[config.mk]
export PLATFORM = sky130hd
export DESIGN_NAME = tss_ctrl
export DESIGN_NICKNAME = d
export VERILOG_FILES = /design/src/tss_pkg.sv /design/src/tss_ctrl.sv
export SDC_FILE = /design/constraint.sdc
export NUM_CORES = 1
export LEC_CHECK = 0
export BUFFER_PORTS_ARGS = -buffer_cell sky130_fd_sc_hd__buf_2
export CAP_MARGIN = 5
export CORE_UTILIZATION = 58
export DETAILED_ROUTE_END_ITERATION = 8
export PLACE_DENSITY = 0.95
export SETUP_SLACK_MARGIN = 0.5
export SYNTH_ARGS = -nofsm -noshare
export SYNTH_HDL_FRONTEND = slang
export SYNTH_SLANG_ARGS = --single-unit
[constraint.sdc]
create_clock -name clk_i -period 6.3 [get_ports clk_i]
set_clock_uncertainty 0.1 [all_clocks]
set_input_delay 0.315 -clock clk_i [delete_from_list [all_inputs] [get_ports clk_i]]
set_output_delay 0.315 -clock clk_i [all_outputs]
set_load 0.03 [all_outputs]
[src/tss_pkg.sv]
// shared types, constants and saturating helpers for the tridiagonal solver
// no dependencies; imported by every module of the block
package tss_pkg;

  localparam int MAX_ROWS  = 64;
  localparam int FRAC_BITS = 16;
  localparam int WORD_BITS = 32;

  localparam int ADDR_W    = $clog2(MAX_ROWS);
  localparam int CNT_W     = $clog2(MAX_ROWS + 1);
  localparam int DVD_W     = WORD_BITS + FRAC_BITS;
  localparam int DIV_CNT_W = $clog2(DVD_W);
  localparam int PROD_W    = 2 * WORD_BITS;
  localparam int WIDE_W    = PROD_W + 1;

  typedef logic signed [WORD_BITS-1:0] word_t;
  typedef logic signed [PROD_W-1:0]    prod_t;
  typedef logic signed [WIDE_W-1:0]    wide_t;

  localparam word_t WORD_MAX = {1'b0, {(WORD_BITS-1){1'b1}}};
  localparam word_t WORD_MIN = {1'b1, {(WORD_BITS-1){1'b0}}};
  localparam word_t ONE_FX   = word_t'(64'(1) << FRAC_BITS);

  localparam logic [1:0] STAT_OK         = 2'd0;
  localparam logic [1:0] STAT_ZERO_PIVOT = 2'd1;
  localparam logic [1:0] STAT_OVERFLOW   = 2'd2;

  typedef struct packed {
    logic signed [31:0] sub_diag;
    logic signed [31:0] main_diag;
    logic signed [31:0] super_diag;
    logic signed [31:0] rhs_value;
    logic               last_row;
  } in_row_t;

  typedef struct packed {
    logic signed [31:0] solution;
    logic [5:0]         row_index;
    logic               last_result;
    logic [1:0]         status;
  } out_res_t;

  typedef enum logic [4:0] {
    ST_IDLE, ST_R0_DIVC, ST_R0_WAITC, ST_R0_DIVD, ST_R0_WAITD,
    ST_RD, ST_MUL_ACP, ST_DEN, ST_DIV_M, ST_WAIT_M, ST_MUL_CM,
    ST_WR_C, ST_SUB_D, ST_MUL_SM, ST_WR_D, ST_ROW_DONE,
    ST_BK_RD, ST_BK_MUL, ST_BK_SUB, ST_BK_OUT
  } state_e;

  typedef enum logic [2:0] {
    MUL_A_CP, MUL_C_M, MUL_A_DP, MUL_T_M, MUL_CP_NX
  } mul_sel_e;

  typedef enum logic [1:0] {
    T_B_MINUS, T_D_MINUS, T_DP_MINUS, T_DP
  } t_sel_e;

  typedef enum logic [1:0] {
    DIV_C_B, DIV_D_B, DIV_ONE_T
  } div_sel_e;

  typedef struct packed {
    logic              load_row;
    logic              rd_en;
    logic [ADDR_W-1:0] rd_addr;
    logic              mul_en;
    mul_sel_e          mul_sel;
    logic              t_en;
    t_sel_e            t_sel;
    logic              div_start;
    div_sel_e          div_sel;
    logic              m_en;
    logic              wr_super;
    logic              wr_rhs;
    logic              wr_from_div;
    logic [ADDR_W-1:0] wr_addr;
    logic              next_en;
    logic              out_load;
    logic [ADDR_W-1:0] out_row;
    logic              out_last;
    logic [1:0]        out_status;
  } cmd_t;

  typedef struct packed {
    logic div_done;
    logic div_zero;
  } sts_t;

  function automatic word_t sat_word(input wide_t v);
    if (v > wide_t'(WORD_MAX)) begin
      return WORD_MAX;
    end else if (v < wide_t'(WORD_MIN)) begin
      return WORD_MIN;
    end
    return v[WORD_BITS-1:0];
  endfunction

  function automatic word_t sat_sub(input word_t x, input word_t y);
    return sat_word(wide_t'(x) - wide_t'(y));
  endfunction

endpackage

[src/tss_ctrl.sv]
// solver controller: forward sweep per row, backward sweep, run state
// depends on tss_pkg
module tss_ctrl import tss_pkg::*; (
  input  logic clk_i,
  input  logic rst_ni,
  input  logic in_valid_i,
  input  logic in_last_i,
  output logic in_ready_o,
  input  logic out_ready_i,
  output logic out_valid_o,
  input  sts_t sts_i,
  output cmd_t cmd_o
);

  state_e            state_q, state_d;
  logic [CNT_W-1:0]  rc_q, rc_d;
  logic [1:0]        err_q, err_d;
  logic              last_q, last_d, first_q, first_d, ov_q, ov_d;
  logic [ADDR_W-1:0] idx_q, idx_d;

  always_ff @(posedge clk_i or negedge rst_ni) begin
    if (!rst_ni) begin
      state_q <= ST_IDLE;
      rc_q    <= '0;
      err_q   <= STAT_OK;
      last_q  <= 1'b0;
      first_q <= 1'b0;
      ov_q    <= 1'b0;
      idx_q   <= '0;
    end else begin
      state_q <= state_d;
      rc_q    <= rc_d;
      err_q   <= err_d;
      last_q  <= last_d;
      first_q <= first_d;
      ov_q    <= ov_d;
      idx_q   <= idx_d;
    end
  end

  always_comb begin
    state_d = state_q;
    rc_d    = rc_q;
    err_d   = err_q;
    last_d  = last_q;
    first_d = first_q;
    idx_d   = idx_q;
    ov_d    = out_ready_i ? 1'b0 : ov_q;
    cmd_o   = '0;
    in_ready_o = (state_q == ST_IDLE);

    if (sts_i.div_done && sts_i.div_zero && err_q == STAT_OK) begin
      err_d = STAT_ZERO_PIVOT;
    end

    case (state_q)
      ST_IDLE: begin
        if (in_valid_i) begin
          cmd_o.load_row = 1'b1;
          last_d = in_last_i;
          if (rc_q == CNT_W'(MAX_ROWS)) begin
            err_d = STAT_OVERFLOW;
            if (in_last_i) begin
              idx_d   = ADDR_W'(rc_q - 1'b1);
              first_d = 1'b1;
              state_d = ST_BK_RD;
            end
          end else if (rc_q == '0) begin
            state_d = ST_R0_DIVC;
          end else begin
            state_d = ST_RD;
          end
        end
      end
      ST_R0_DIVC: begin
        cmd_o.div_start = 1'b1;
        cmd_o.div_sel   = DIV_C_B;
        state_d = ST_R0_WAITC;
      end
      ST_R0_WAITC: begin
        if (sts_i.div_done) begin
          cmd_o.wr_super    = 1'b1;
          cmd_o.wr_from_div = 1'b1;
          state_d = ST_R0_DIVD;
        end
      end
      ST_R0_DIVD: begin
        cmd_o.div_start = 1'b1;
        cmd_o.div_sel   = DIV_D_B;
        state_d = ST_R0_WAITD;
      end
      ST_R0_WAITD: begin
        if (sts_i.div_done) begin
          cmd_o.wr_rhs      = 1'b1;
          cmd_o.wr_from_div = 1'b1;
          state_d = ST_ROW_DONE;
        end
      end
      ST_RD: begin
        cmd_o.rd_en   = 1'b1;
        cmd_o.rd_addr = ADDR_W'(rc_q - 1'b1);
        state_d = ST_MUL_ACP;
      end
      ST_MUL_ACP: begin
        cmd_o.mul_en  = 1'b1;
        cmd_o.mul_sel = MUL_A_CP;
        state_d = ST_DEN;
      end
      ST_DEN: begin
        cmd_o.t_en  = 1'b1;
        cmd_o.t_sel = T_B_MINUS;
        state_d = ST_DIV_M;
      end
      ST_DIV_M: begin
        cmd_o.div_start = 1'b1;
        cmd_o.div_sel   = DIV_ONE_T;
        state_d = ST_WAIT_M;
      end
      ST_WAIT_M: begin
        if (sts_i.div_done) begin
          cmd_o.m_en = 1'b1;
          state_d = ST_MUL_CM;
        end
      end
      ST_MUL_CM: begin
        cmd_o.mul_en  = 1'b1;
        cmd_o.mul_sel = MUL_C_M;
        state_d = ST_WR_C;
      end
      ST_WR_C: begin
        cmd_o.wr_super = 1'b1;
        cmd_o.wr_addr  = rc_q[ADDR_W-1:0];
        cmd_o.mul_en   = 1'b1;
        cmd_o.mul_sel  = MUL_A_DP;
        state_d = ST_SUB_D;
      end
      ST_SUB_D: begin
        cmd_o.t_en  = 1'b1;
        cmd_o.t_sel = T_D_MINUS;
        state_d = ST_MUL_SM;
      end
      ST_MUL_SM: begin
        cmd_o.mul_en  = 1'b1;
        cmd_o.mul_sel = MUL_T_M;
        state_d = ST_WR_D;
      end
      ST_WR_D: begin
        cmd_o.wr_rhs  = 1'b1;
        cmd_o.wr_addr = rc_q[ADDR_W-1:0];
        state_d = ST_ROW_DONE;
      end
      ST_ROW_DONE: begin
        rc_d = rc_q + 1'b1;
        if (last_q) begin
          idx_d   = rc_q[ADDR_W-1:0];
          first_d = 1'b1;
          state_d = ST_BK_RD;
        end else begin
          state_d = ST_IDLE;
        end
      end
      ST_BK_RD: begin
        cmd_o.rd_en   = 1'b1;
        cmd_o.rd_addr = idx_q;
        state_d = first_q ? ST_BK_SUB : ST_BK_MUL;
      end
      ST_BK_MUL: begin
        cmd_o.mul_en  = 1'b1;
        cmd_o.mul_sel = MUL_CP_NX;
        state_d = ST_BK_SUB;
      end
      ST_BK_SUB: begin
        cmd_o.t_en  = 1'b1;
        cmd_o.t_sel = first_q ? T_DP : T_DP_MINUS;
        state_d = ST_BK_OUT;
      end
      ST_BK_OUT: begin
        if (!ov_q || out_ready_i) begin
          cmd_o.out_load   = 1'b1;
          cmd_o.out_row    = idx_q;
          cmd_o.out_last   = (idx_q == '0);
          cmd_o.out_status = err_q;
          cmd_o.next_en    = 1'b1;
          ov_d    = 1'b1;
          first_d = 1'b0;
          if (idx_q == '0) begin
            rc_d    = '0;
            err_d   = STAT_OK;
            state_d = ST_IDLE;
          end else begin
            idx_d   = idx_q - 1'b1;
            state_d = ST_BK_RD;
          end
        end
      end
      default: state_d = ST_IDLE;
    endcase
  end

  assign out_valid_o = ov_q;

endmodule

# Word-level counts from Yosys, hierarchy flattened

Cells that the tools add are included.

$add $sub $neg: 3
Equal/unequal tests: 31
Mux-type cells: 53
Reduce and logical (&&, ||, !) cells: 16

Operators by type and width:

| kind                                                                | number |
|---|---|
| 5-bit one-hot mux with 20 select lines                              | 1 |
| 5-bit 2-to-1 mux                                                    | 9 |
| 6-bit 2-to-1 mux                                                    | 7 |
| 5-bit by 4-bit == test with 1-bit output (second input constant)    | 8 |
| 7-bit one-hot mux with 2 select lines                               | 2 |
| 11-bit 2-to-1 mux                                                   | 2 |
| 5-bit by 3-bit == test with 1-bit output (second input constant)    | 4 |
| 5-bit == test (second input constant)                               | 4 |
| 4-bit one-hot mux with 5 select lines                               | 1 |
| 2-bit inequality test (second input constant)                       | 9 |
| 3-bit one-hot mux with 3 select lines                               | 2 |
| 6-bit one-hot mux with 3 select lines                               | 1 |
| 2-bit 2-to-1 mux                                                    | 7 |
| 7-bit 2-to-1 mux                                                    | 2 |
| 1-bit 2-to-1 mux                                                    | 13 |
| 6-bit AND reduction                                                 | 2 |
| 6-bit by 1-bit subtractor with 6-bit output (second input constant) | 2 |
| 5-bit by 2-bit == test with 1-bit output (second input constant)    | 2 |
| 7-bit by 1-bit adder with 7-bit output (second input constant)      | 1 |
| 7-bit == test (second input constant)                               | 1 |
| 7-bit zero test                                                     | 1 |
| 7-bit AND reduction                                                 | 1 |
| 6-bit zero test                                                     | 1 |
| 1-bit one-hot mux with 2 select lines                               | 3 |
| other kinds (16)                                                    | 17 |

Flip-flop bits (word level): 23
Input port bits: 7
Word-level logic and storage cells: 110

# Logic depth before layout (Yosys ltp)

Depth after elaboration: 6
Depth in mapped cells: 7
Depth with buffers taken out: 7

# Worst setup path before layout

Ideal clock, no wire load.

Path type: register to register
Start: register rc_q[0]
End: register idx_q[1]
Arrival time: 2.259 ns
Data required time: 6.075 ns
Path slack: 3.816 ns
Cell stages (with the launch flop): 8
Path buffers: 0
Cells stage by stage: dfrtp_1 -> inv_1 -> ha_1 -> or4b_4 -> nor4_4 -> o221ai_2 -> nand2b_4 -> mux2_4

Word-level cells in the longest chain between the ends: 5
Elaborated cells on any way between the ends: 8
Those cells by class: add/sub: 1; eq/ne: 2; mux: 4; reduce/logical: 1

Ends and longest elaborated chain:

| what                                        | line           | RTL |
|---|---|---|
| start, declared                             | tss_ctrl.sv:16 | `logic [CNT_W-1:0] rc_q, rc_d;` |
| start signal, assigned                      | tss_ctrl.sv:32 | `rc_q <= rc_d;` |
| 6-bit by 1-bit subtractor with 6-bit output | tss_ctrl.sv:64 | `idx_d = ADDR_W'(rc_q - 1'b1);` |
| 6-bit 2-to-1 mux                            | tss_ctrl.sv:63 | `if (in_last_i) begin` |
| 6-bit 2-to-1 mux                            | tss_ctrl.sv:61 | `if (rc_q == CNT_W'(MAX_ROWS)) begin` |
| 6-bit 2-to-1 mux                            | tss_ctrl.sv:58 | `if (in_valid_i) begin` |
| 6-bit one-hot mux with 3 select lines       | tss_ctrl.sv:56 | `case (state_q)` |
| end signal, assigned                        | tss_ctrl.sv:37 | `idx_q <= idx_d;` |
| end, declared                               | tss_ctrl.sv:19 | `logic [ADDR_W-1:0] idx_q, idx_d;` |

Several ways; a longest one is shown, not always the timed one. The select of a mux whose other input is x is not followed.
A chain may end at the register's enable or synchronous reset.

==> results_dict.tcl <==
set metrics [dict create \
    min-delay-start "in_last_i" \
    ys_types 58 \
    cts_tree "built" \
    synth_common_cells "34 x nor2_1, 24 x nand2_1, 23 x dfrtp_1" \
    antenna_found_initial 0 \
    core.rowCount 21 \
    routed_via_density 6.18 \
    drtAntennaViolNets 0 \
    critical_path.startpoint "idx_q[0]" \
    slew_headroom_pct 51.4 \
    holdCritPathClass "input port to flop" \
    firstDrtPassIters 5 \
    die_area_um2 3780 \
    synthFlopType "dfrtp_1" \
    rsz0062_at_grt "false" \
    critPathLaunchType "flop" \
    syn_nets 270 \
    max_freq_mhz 309 \
    clock_sinks 23 \
    power_mw 1.13 \
    syn_avg_cell_area_um2 7.89 \
    setup_violations 0 \
    cts_buffers 3 \
    io_pins 48 \
    yosys.area.top_type "dfrtp_1" \
    final_cell_area_um2 2250 \
    worstMarginPinSlew_ps 727 \
    area_growth_syn_to_layout_pct 9.70 \
    cts.root.buffer_cell "clkbuf_4" \
    r2r-start "state_q[4]" \
    synthTopCellsByArea "dfrtp_1 28%, nor2_1 6.2%, o21ai_0 5.1%" \
    critPathCaptureType "output port" \
    vias 2082 \
    drv_cap 0 \
    fin_util_pct 66.9 \
    dieHeight_um 61.5 \
    yosys_warnings 0 \
    r2r-end "idx_q[3]" \
    place_ws_ps 3440 \
    portBuffers 47 \
    drc_errors 0 \
    async_flop_share_pct 100 \
    ff2ff_setup_slack_ps 3370 \
    ys_seq_elements 23 \
    nNetsFinal 302 \
    yosysTopAreaCellShare_pct 28.1 \
    syn_inst 260 \
    post-route-min-period_ps 3240 \
    grt_pass1_wl_um 8210 \
    hpwlAfterDp_um 3850 \
    place_area_um2 2210 \
    fin_ws_ps 3060 \
    routabilityCongestion 0.963 \
    insertion_delay_ps 320 \
    dpl.cell_count 332 \
    diodes 0 \
    netlist_area_um2 2050 \
    power_density_nw_per_um2 504 \
    rr_worst_depth 5 \
    htreeDepth 1 \
    hold_slack_ps 163 \
    drive_gt1_share_pct 24.7 \
    grt_max_degree 24 \
    peakVddDrop_mv 0.299 \
    status "finished, final reports clean" \
    synth_edf_count 0 \
    grt-ovfl-total 0 \
    slew_viol_final 0 \
    crit_end "cmd_o[2]" \
    power_leakage_nw 1.05 \
    drt-total-wl_um 5200 \
    core_area_um2 3360 \
    fin_setup_tns_ps 0 \
    wire_per_inst_um 15.4 \
    cp_max_fo 11 \
    path_class "flop to output port" \
    first_global_vias 1730 \
    track_usage_pct 29.5 \
    cp.required_ps 5880 \
    dieWidth_um 61.5 \
    start_util_pct 61.0 \
    hold_viol 0 \
    yosysMostFrequentCell "nor2_1" \
    final_cells 337 \
    drt-initial-drc-count 241 \
    arrival_ps 2820 \
    hold-path-cell-count 2 \
    ys_seq_area_share_pct 28.1 \
    clk_pin_slew_ps 130 \
    clockBufferDepth 2 \
    finalCritPeriodShare_pct 51.4 \
]
logic make-up (layout without fill, tap and decap cells):
group	Yosys count	count (layout)	synth area share (%)
fa+ha+maj	3	3	1.83
mux	9	9	5.49
xor+xnor	14	14	5.98
compound gates	56	56	17.5
buf+inv	30	61	7.99
flops	23	23	28.1
simple gates	125	125	33.1
cell type report:
class	count	area, um2
Timing Repair Buffer	48	245
Multi-Input combinational cell	207	1310
Sequential cell	23	576
Clock buffer	4	26.3
Inverter	9	33.8
Tap cell	46	57.6
Fill cell	299	1110
where the power goes:
group          internal [mW]  switching, mW  leakage [nW]  total [mW]
clock network         0.0248         0.0438        0.0150      0.0686
logic                  0.278          0.416         0.771       0.694
registers              0.210          0.162         0.264       0.372
total                  0.513          0.622          1.05        1.13
worst min path at each step:
stage                    end  slack (ps)
floorplan           err_q[0]         -80
global placement    idx_q[2]         210
detailed placement  idx_q[3]         210
CTS                   last_q         160
global route          last_q         150
finish                last_q         160
routing by layer:
layer	share of wire, %	GRT usage [%]	routed length (um)
met4	1.1	6.67	55
met1	41	42.7	2150
met5	0	0	0
met3	9.3	6.09	485
met2	48	45.7	2510
placed cells by master, fill, tap and decap left out, types with 2 or more instances in the layout:
master,synthesis,layout
xor2_1,7,7
a221oi_1,2,2
nand2b_1,4,4
a21oi_1,12,12
nor3_1,12,12
mux2_2,2,2
nand2_1,24,24
ha_1,3,3
o21ai_0,21,21
nor2_1,34,34
nand4_1,2,2
o221ai_1,2,2
a31oi_1,2,2
clkbuf_4,2,3
inv_1,9,9
or3_1,4,4
nand3_1,3,3
o22ai_1,4,4
o32ai_1,2,2
nor4_1,3,3
mux2_4,4,4
and2b_2,2,2
dfrtp_1,23,23
buf_2,1,47
o31ai_1,2,2
mux2i_1,3,3
and3_1,8,8
nor2b_1,2,2
and2_2,2,2
and2_1,6,6
o32a_1,2,2
xnor2_1,7,7
or3b_2,3,3
nor3b_1,5,5
registers in the layout, summed over array words and instances (netlist names):
| name | flops |
|---|---|
| err_q | 2 |
| first_q | 1 |
| idx_q | 6 |
| last_q | 1 |
| out_valid_o | 1 |
| rc_q | 7 |
| state_q | 5 |
worst max-delay path: stages, from the launching register on:
cell and delay [ps]:
dfrtp_1 410, inv_1 150, ha_1 230, or3b_2 480, nor3_1 260, nor2b_1 640
buf_2 320
what timing repair did:
action,CTS,global route
hold endpoints to repair,23,0
hold buffers,1,0
setup buffers,0,0
resized for setup,0,0
(Power assumes the default switching activity.)
